**config.mk**
```make
export PLATFORM = sky130hd
export DESIGN_NAME = int32_mul_div_unit
export DESIGN_NICKNAME = d
export VERILOG_FILES = /design/src/rtl/core/imdu_pkg.sv /design/src/rtl/core/int32_mul_div_unit.sv
export SDC_FILE = /design/constraint.sdc
export NUM_CORES = 1
export LEC_CHECK = 0
export BUFFER_PORTS_ARGS = -buffer_cell sky130_fd_sc_hd__clkbuf_2
export CORE_MARGIN = 4
export CORE_UTILIZATION = 29
export CTS_BUF_LIST = sky130_fd_sc_hd__clkbuf_4 sky130_fd_sc_hd__clkbuf_8
export DETAILED_ROUTE_END_ITERATION = 12
export GPL_ROUTABILITY_DRIVEN = 1
export HOLD_SLACK_MARGIN = 0.06
export PLACE_DENSITY = 0.47
export RECOVER_POWER = 100
export SYNTH_ARGS = -nofsm -noshare
export SYNTH_HDL_FRONTEND = slang
export SYNTH_SLANG_ARGS = --single-unit
```
**constraint.sdc**
```tcl
create_clock -name clk -period 3.3 [get_ports clk]
set_clock_uncertainty 0.05 [all_clocks]
set_input_delay 0.66 -clock clk [delete_from_list [all_inputs] [get_ports clk]]
set_output_delay 0.66 -clock clk [all_outputs]
set_load 0.02 [all_outputs]
```
**src/rtl/core/imdu_pkg.sv**
```systemverilog
// Package for the integer multiply and divide unit: widths, command codes and state type.
package imdu_pkg;

  localparam int WORD_BITS = 32;
  localparam int CNT_BITS  = $clog2(WORD_BITS);
  localparam int CMD_BITS  = 3;

  typedef enum logic [CMD_BITS-1:0] {
    CMD_MUL  = 3'd0,
    CMD_UDIV = 3'd1,
    CMD_UREM = 3'd2,
    CMD_SDIV = 3'd3,
    CMD_SREM = 3'd4
  } cmd_t;

  typedef enum logic [1:0] {
    ST_IDLE,
    ST_RUN,
    ST_FIX
  } state_t;

endpackage

```
**src/rtl/core/int32_mul_div_unit.sv**
```systemverilog
// Bit-serial 32-bit multiply, divide and remainder unit.
//
// Input channel: in_valid / in_stall carry a command (multiply, unsigned or
// signed divide, unsigned or signed remainder) and two operand words. A word
// is taken at a clock edge with in_valid high and in_stall low.
// Output channel: out_valid / out_stall carry one result word per input word.
// From acceptance to out_valid a word passes a load, 32 shift steps and a
// sign fix-up. One bit of product or quotient is produced per cycle in the
// shift steps, by an adder for multiply or a trial subtractor for divide;
// no new word is taken until the result is loaded into the output register.
// Divide or remainder by zero, and unused command codes, give a zero result.
// Signed commands work on magnitudes and negate at the end, so the most
// negative dividend divided by -1 wraps to itself.
// Reset (rst_n low, synchronous) empties the unit: no result pending, input
// ready. If the receiver stalls, the result is held in the output register;
// the unit still takes and computes the next word, then waits in fix-up
// until the output register is free.
module int32_mul_div_unit
  import imdu_pkg::*;
(
  input  logic                 clk,
  input  logic                 rst_n,
  input  logic                 in_valid,
  output logic                 in_stall,
  input  logic [CMD_BITS-1:0]  in_command,
  input  logic [WORD_BITS-1:0] in_operand_a,
  input  logic [WORD_BITS-1:0] in_operand_b,
  output logic                 out_valid,
  input  logic                 out_stall,
  output logic [WORD_BITS-1:0] out_result
);

  state_t state_r, state_nxt;
  logic [CNT_BITS-1:0]  cnt_r, cnt_nxt;
  logic                 out_valid_r, out_valid_nxt;
  logic [WORD_BITS-1:0] out_result_r, out_result_nxt;

  // Datapath: num_r is dividend/quotient or multiplier, den_r is divisor or
  // multiplicand, acc_r is partial remainder or product.
  logic [WORD_BITS-1:0] num_r, num_nxt;
  logic [WORD_BITS-1:0] den_r, den_nxt;
  logic [WORD_BITS-1:0] acc_r, acc_nxt;
  logic is_mul_r, want_rem_r, neg_q_r, neg_r_r, zero_r;
  logic is_mul_nxt, want_rem_nxt, neg_q_nxt, neg_r_nxt, zero_nxt;

  logic                 accept;
  logic                 load_out;
  logic                 cmd_ok, cmd_mul, cmd_sgn, cmd_rem;
  logic                 a_neg, b_neg;
  logic [WORD_BITS:0]   shifted;
  logic [WORD_BITS:0]   diff;
  logic [WORD_BITS-1:0] sel, fixed;

  assign accept   = in_valid && !in_stall;
  assign in_stall = (state_r != ST_IDLE);
  assign load_out = (state_r == ST_FIX) && (!out_valid_r || !out_stall);

  // Command decode
  always_comb begin
    cmd_ok  = 1'b1;
    cmd_mul = 1'b0;
    cmd_sgn = 1'b0;
    cmd_rem = 1'b0;
    unique case (cmd_t'(in_command))
      CMD_MUL:  cmd_mul = 1'b1;
      CMD_UDIV: ;
      CMD_UREM: cmd_rem = 1'b1;
      CMD_SDIV: cmd_sgn = 1'b1;
      CMD_SREM: begin
        cmd_sgn = 1'b1;
        cmd_rem = 1'b1;
      end
      default:  cmd_ok = 1'b0;
    endcase
  end

  assign a_neg = cmd_sgn && in_operand_a[WORD_BITS-1];
  assign b_neg = cmd_sgn && in_operand_b[WORD_BITS-1];

  // Restoring divide step: 33-bit trial subtract
  assign shifted = {acc_r, num_r[WORD_BITS-1]};
  assign diff    = shifted - {1'b0, den_r};

  // Fix-up: select, negate, force zero
  always_comb begin
    if (is_mul_r) begin
      sel = acc_r;
    end else if (want_rem_r) begin
      sel = acc_r;
    end else begin
      sel = num_r;
    end
    if (zero_r) begin
      fixed = '0;
    end else if (!is_mul_r && ((want_rem_r && neg_r_r) || (!want_rem_r && neg_q_r))) begin
      fixed = '0 - sel;
    end else begin
      fixed = sel;
    end
  end

  always_comb begin
    state_nxt      = state_r;
    cnt_nxt        = cnt_r;
    num_nxt        = num_r;
    den_nxt        = den_r;
    acc_nxt        = acc_r;
    is_mul_nxt     = is_mul_r;
    want_rem_nxt   = want_rem_r;
    neg_q_nxt      = neg_q_r;
    neg_r_nxt      = neg_r_r;
    zero_nxt       = zero_r;
    out_result_nxt = out_result_r;
    out_valid_nxt  = out_valid_r && out_stall;
    unique case (state_r)
      ST_IDLE: begin
        if (accept) begin
          state_nxt    = ST_RUN;
          cnt_nxt      = CNT_BITS'(WORD_BITS - 1);
          num_nxt      = a_neg ? ('0 - in_operand_a) : in_operand_a;
          den_nxt      = b_neg ? ('0 - in_operand_b) : in_operand_b;
          acc_nxt      = '0;
          is_mul_nxt   = cmd_mul;
          want_rem_nxt = cmd_rem;
          neg_q_nxt    = a_neg ^ b_neg;
          neg_r_nxt    = a_neg;
          zero_nxt     = !cmd_ok || (!cmd_mul && (in_operand_b == '0));
        end
      end
      ST_RUN: begin
        if (is_mul_r) begin
          if (num_r[0]) begin
            acc_nxt = acc_r + den_r;
          end
          num_nxt = num_r >> 1;
          den_nxt = den_r << 1;
        end else begin
          // no borrow means the shifted remainder covers the divisor
          if (!diff[WORD_BITS]) begin
            acc_nxt = diff[WORD_BITS-1:0];
          end else begin
            acc_nxt = shifted[WORD_BITS-1:0];
          end
          num_nxt = {num_r[WORD_BITS-2:0], !diff[WORD_BITS]};
        end
        cnt_nxt = cnt_r - 1'b1;
        if (cnt_r == '0) begin
          state_nxt = ST_FIX;
        end
      end
      ST_FIX: begin
        if (load_out) begin
          out_result_nxt = fixed;
          out_valid_nxt  = 1'b1;
          state_nxt      = ST_IDLE;
        end
      end
      default: state_nxt = ST_IDLE;
    endcase
  end

  always_ff @(posedge clk) begin
    if (!rst_n) begin
      state_r     <= ST_IDLE;
      out_valid_r <= 1'b0;
    end else begin
      state_r     <= state_nxt;
      out_valid_r <= out_valid_nxt;
    end
  end

  always_ff @(posedge clk) begin
    cnt_r        <= cnt_nxt;
    num_r        <= num_nxt;
    den_r        <= den_nxt;
    acc_r        <= acc_nxt;
    is_mul_r     <= is_mul_nxt;
    want_rem_r   <= want_rem_nxt;
    neg_q_r      <= neg_q_nxt;
    neg_r_r      <= neg_r_nxt;
    zero_r       <= zero_nxt;
    out_result_r <= out_result_nxt;
  end

  assign out_valid  = out_valid_r;
  assign out_result = out_result_r;

  a_accept_runs: assert property (@(posedge clk) disable iff (!rst_n)
    accept |=> (state_r == ST_RUN))
    else $error("accepted word did not start the shift sequence");

  a_run_length: assert property (@(posedge clk) disable iff (!rst_n)
    (state_r == ST_RUN && cnt_r != '0) |=> (state_r == ST_RUN))
    else $error("shift sequence left early");

  a_fix_from_run: assert property (@(posedge clk) disable iff (!rst_n)
    (state_r == ST_FIX) |-> ($past(state_r) == ST_RUN || $past(state_r) == ST_FIX))
    else $error("fix-up entered without a shift sequence");

  a_out_from_fix: assert property (@(posedge clk) disable iff (!rst_n)
    $rose(out_valid_r) |-> ($past(state_r) == ST_FIX))
    else $error("result appeared without fix-up");

endmodule
```
## Word-level counts from Yosys, hierarchy flattened

Index checks and enable logic that the tools add are counted.

- Flip-flop bits (word level): 141
- Input bits: 71

- Reductions and logical operators: 35
- Muxes and demuxes: 28
- Equality and inequality tests: 11
- Add/subtract/negate cells: 6
- Bitwise operators: 1

Operator list:

| cell | count |
|---|---|
| $mux 32 | 13 |
| $pmux 32 s2 | 3 |
| $sub 1x32->32 const A | 3 |
| $sub 33x32->33 | 1 |
| $add 32x32->32 | 1 |
| $logic_not 32->1 | 1 |
| $pmux 5 s2 | 1 |
| $logic_and 1x1->1 | 9 |
| $reduce_and 3->1 | 3 |
| $logic_not 1->1 | 8 |
| $ne 2x2->1 const B | 4 |
| $eq 3x2->1 const B | 2 |
| $mux 1 | 6 |
| $mux 2 | 3 |
| $pmux 2 s3 | 1 |
| $reduce_and 2->1 | 3 |
| $logic_not 5->1 | 1 |
| $mux 5 | 1 |
| $reduce_or 5->1 | 1 |
| $sub 5x1->5 const B | 1 |
| $reduce_bool 2->1 | 2 |
| $reduce_or 2->1 | 2 |
| $eq 3x1->1 const B | 1 |
| $eq 3x3->1 const B | 1 |
| other kinds (7) | 9 |

## Longest topological paths before layout

- Depth in word-level cells: 7
- Depth in mapped cells: 14
- Depth with buffers taken out: 13

## Worst setup path before layout

OpenSTA, ideal clock, no wires.

- Path kind: reg-to-reg
- Start: reg state_r[1]
- End: reg acc_r[0] (enable)
- Slack: 284 ps
- Library setup time: 391 ps
- Stages on the path, launching flop included: 6
- Data arrival time: 2575 ps
- Required time: 2859 ps
- Path buffers: 2
- Path through: dfxtp_1 -> nand2b_1 -> clkbuf_1 -> buf_1 -> nand2_1 -> o21a_1

- Word-level cells in the longest chain between the ends: 5
- Elaborated cells between the ends (all ways): 9
- Classes of those cells: 3 x eq/ne; 6 x reduce/logical

RTL lines:

| element | line | text |
|---|---|---|
| start, declared | int32_mul_div_unit.sv:33 | `state_t state_r, state_nxt;` |
| start signal, assigned | int32_mul_div_unit.sv:167 | `state_r <= state_nxt;` |
| $reduce_bool 2->1 | int32_mul_div_unit.sv:55 | `assign in_stall = (state_r != ST_IDLE);` |
| $logic_not 1->1 | int32_mul_div_unit.sv:54 | `assign accept = in_valid && !in_stall;` |
| $logic_and 1x1->1 | int32_mul_div_unit.sv:54 |  |
| $ne 2x2->1 (no line) | n/a |  |
| $reduce_and 3->1 (no line) (*) | n/a |  |
| end signal, assigned | int32_mul_div_unit.sv:176 | `acc_r <= acc_nxt;` |
| end, declared | int32_mul_div_unit.sv:42 | `logic [WORD_BITS-1:0] acc_r, acc_nxt;` |

Every way passes the cells marked *; elsewhere a longest branch is shown, timed or not.
A chain may end at the register's enable or synchronous reset.

## Worst setup path after layout

- Start: reg acc_r[13]
- End: reg acc_r[18] (data pin)

- Word-level cells in the longest chain between the ends: 4
- Elaborated cells between the ends (all ways): 6
- Classes of those cells: 2 x add/sub; 4 x mux

RTL lines:

| element | line | text |
|---|---|---|
| $sub 33x32->33 or $add 32x32->32 (tied branches) | int32_mul_div_unit.sv:82, int32_mul_div_unit.sv:133 |  |
| $mux 32 (on tied branches) | int32_mul_div_unit.sv:139, int32_mul_div_unit.sv:132 |  |
| $mux 32 (*) | int32_mul_div_unit.sv:131 | `if (is_mul_r) begin` |
| $pmux 32 s2 (*) | int32_mul_div_unit.sv:115 | `unique case (state_r)` |

Every way passes the cells marked *; elsewhere a longest branch is shown, timed or not. The select of a mux whose other input is x is not followed.

==> metrics <==
status finished with violations; failing checks max-capacitance violations, max-slew violations; critical path data required time 3.48 ns; Net Sw Frac 41.2%; maximum vdd drop 0.283 mV; power density over the cells 532 nW/um2; fin crit share 98.2%; htree depth 4; largest net degree at the start of global routing 61; initial antenna violation count 1; FF+latch count, synth 141; Layout Nets 1745; TritonCTS buffer count 17; slowest library cell on the worst path or4_4; Synth Warn # 0; hold_buf cts 0; mux contribution to synthesized area 5.50%; CTS tree yes; ANT cells 0; largest family of logic cells by synthesized area compound AO/OA/AOI/OAI gates; drt wl/cell 18.6 um; Fin. Hold Viols 0; number of buffer and inverter stages on the critical path 4; WHS 0.360 ns; global-route wire length before repair 60600 um; setup violators final 0; Post-DP HPWL 31100 um; number of I/O port buffers 104; Post-synth top cells nor2_1, edfxtp_1, a21oi_1; combinational fraction of design power 52.9%; deepest clock path buffer count 2; cell type with the largest total area after synthesis edfxtp_1; Synth Area in Adders 7.48%; worst skew pair latency 0.49 ns; synth top area cells edfxtp_1, ha_1, xnor2_1; Post-synth EDFFs 138; syn avg cell area 8.82 um2; Synth cell types 85; GRT Util Overall 17.2%; first drt pass iteration count 5; sequential fraction of the synthesis area 34.9%; post-synthesis xor/xnor area fraction 10.4%; max cap viols 1; Die Y 212 um; die area 44800 um2; core footprint 40900 um2; unrepaired setup endpoints after global routing true; complex-gate fraction of the synthesized area 20.1%; Leakage Power 6.22 nW; Max Slew Vio Count 53; Rows 74; CP startpoint acc_r[13]; Initial Utilization 29.4%; # IOs 105; Tmin final 3.24 ns; DP Worst Slack -0.120 ns; Vias 11100; Worst Max-Slew Pin Slew 2.16 ns; Post-Syn Instances 1365; crit path capture type register; gr ovfl total 0; post-synthesis net count 1506; fin worst setup slack 0.0608 ns; Die Wd 212 um; Clock Pin Slew Worst Setup and Hold Paths 0.09 ns; Cell Area, Synth 12000 um2; post-synth top area share 34.4%; fmax 309 MHz; worst hold path type in2reg; DR iter-0 viols 793; gpl congestion 0.856; WP data arrival 3.42 ns; CP Cell Sequence buf_6, ha_4, nand3_4, buf_4, or4_4, o21ai_4, a21oi_4, buf_12, xnor2_4, buf_6, mux2i_4, o22ai_1; most common cell in the synthesized netlist nor2_1; max incr delay on CP 0.53 ns; vias in the first global route 10600; crit path max fanout 7; Top FF cell, synth edfxtp_1; NetSw 3.33 mW; Syn-to-layout area delta 26.3%; WL final 39900 um; Clock power frac 17.1%; share of layout cells above drive strength 1 25.2%; vias per cell 5.14; sequential power share 30.0%; Top cell by count, worst path buf_6; Slew Limit Headroom -43.9%; DRC viols 0; worst hold start rst_n; kind of critical path reg2reg; clk root buf clkbuf_8; Reg2Reg Launch Point acc_r[13]; Worst Setup Start Kind register; Async S/R FF share, synth 0%; Internal 4.76 mW; TritonCTS sink count 141; simple-gate share of the synthesized area 17.5%; Post-DRT Antenna Nets 0; # fillers 4257; critical path's top delay family buffers and inverters
-- sequential cells by signal, summed over array words and instances (netlist names) --
register    count
den_r          32
is_mul_r        1
cnt_r           5
num_r          32
neg_r_r         1
neg_q_r         1
state_r         2
zero_r          1
out_result     32
out_valid       1
want_rem_r      1
acc_r          32
-- worst paths after layout --
check,cells after the start,slack [ns],end
hold / removal,2,0.36,state_r[0]
hold reg to reg,2,0.50,out_valid
setup reg to reg,12,0.06,acc_r[18]
setup / recovery,12,0.06,acc_r[18]
-- cells in the final DEF, fill, tap and decap left out, drive strengths merged, types with 65 or more instances in the layout --
cell and instances:
ha 68, edfxtp 138, o21ai 81, mux2i 65
nor2 146, clkbuf 126, xnor2 78, inv 73
nand2 116, buf 167, a21oi 136
-- power by group through the flow --
| stage | Sequential, mW | Clock, mW | Combinational, mW |
|---|---|---|---|
| 4_1_cts | 2.43 | 1.43 | 3.84 |
| 3_5_place_dp | 2.47 | 0 | 3.77 |
| 6_report | 2.43 | 1.38 | 4.28 |
| 5_1_grt | 2.46 | 1.50 | 4.69 |
| 3_3_place_gp | 2.47 | 0 | 3.77 |
| 2_1_floorplan | 2.42 | 0 | 2.43 |
-- metrics by stage --
| stage | total power, mW | util [%] | setup TNS (ns) | cell area [um2] | std cells |
|---|---|---|---|---|---|
| after global routing | 8.65 | 37.2 | -0.197 | 15200 | 2149 |
| after CTS | 7.71 | 35.8 | 0 | 14600 | 2134 |
| after detailed placement | 6.24 | 34.7 | -0.897 | 14200 | 2100 |
| after global placement | 6.24 | 34.7 | -0.562 | 14200 | 2100 |
| final | 8.09 | 37.2 | 0 | 15200 | 2149 |
| after floorplan | 4.85 | - | 0 | 12000 | 1365 |
-- metal layers --
metal	up-vias	share of wire (%)	global-route usage [%]
met3	29	4.3	2.56
met5	-	0	0
met4	0	1.8	4.11
li1	5469	-	-
met1	5322	47	24.3
met2	234	47	27.9
-- cells by family after synthesis --
logic type / after synthesis
simple gates: 443
compound gates: 383
flops: 141
xor+xnor: 140
buf+inv: 121
fa+ha+maj: 71
mux: 66
-- final cells by class --
| class | count | area [um2] | share of cell area (%) |
|---|---|---|---|
| clock inverter | 14 | 123 | 0.806 |
| clock buffer | 18 | 248 | 1.63 |
| inverter | 66 | 248 | 1.63 |
| timing repair buffer | 275 | 1880 | 12.4 |
| multi-input combinational | 1103 | 7840 | 51.6 |
| sequential | 141 | 4200 | 27.6 |
| tap | 532 | 666 | 4.38 |
-- repair_timing --
item,4_1_cts,5_1_grt
setup endpoints to repair,18,30
cloned,0,2
pin swaps,5,17
setup buffers,2,14
gates resized for setup,13,84
(Power assumes the default switching activity.)
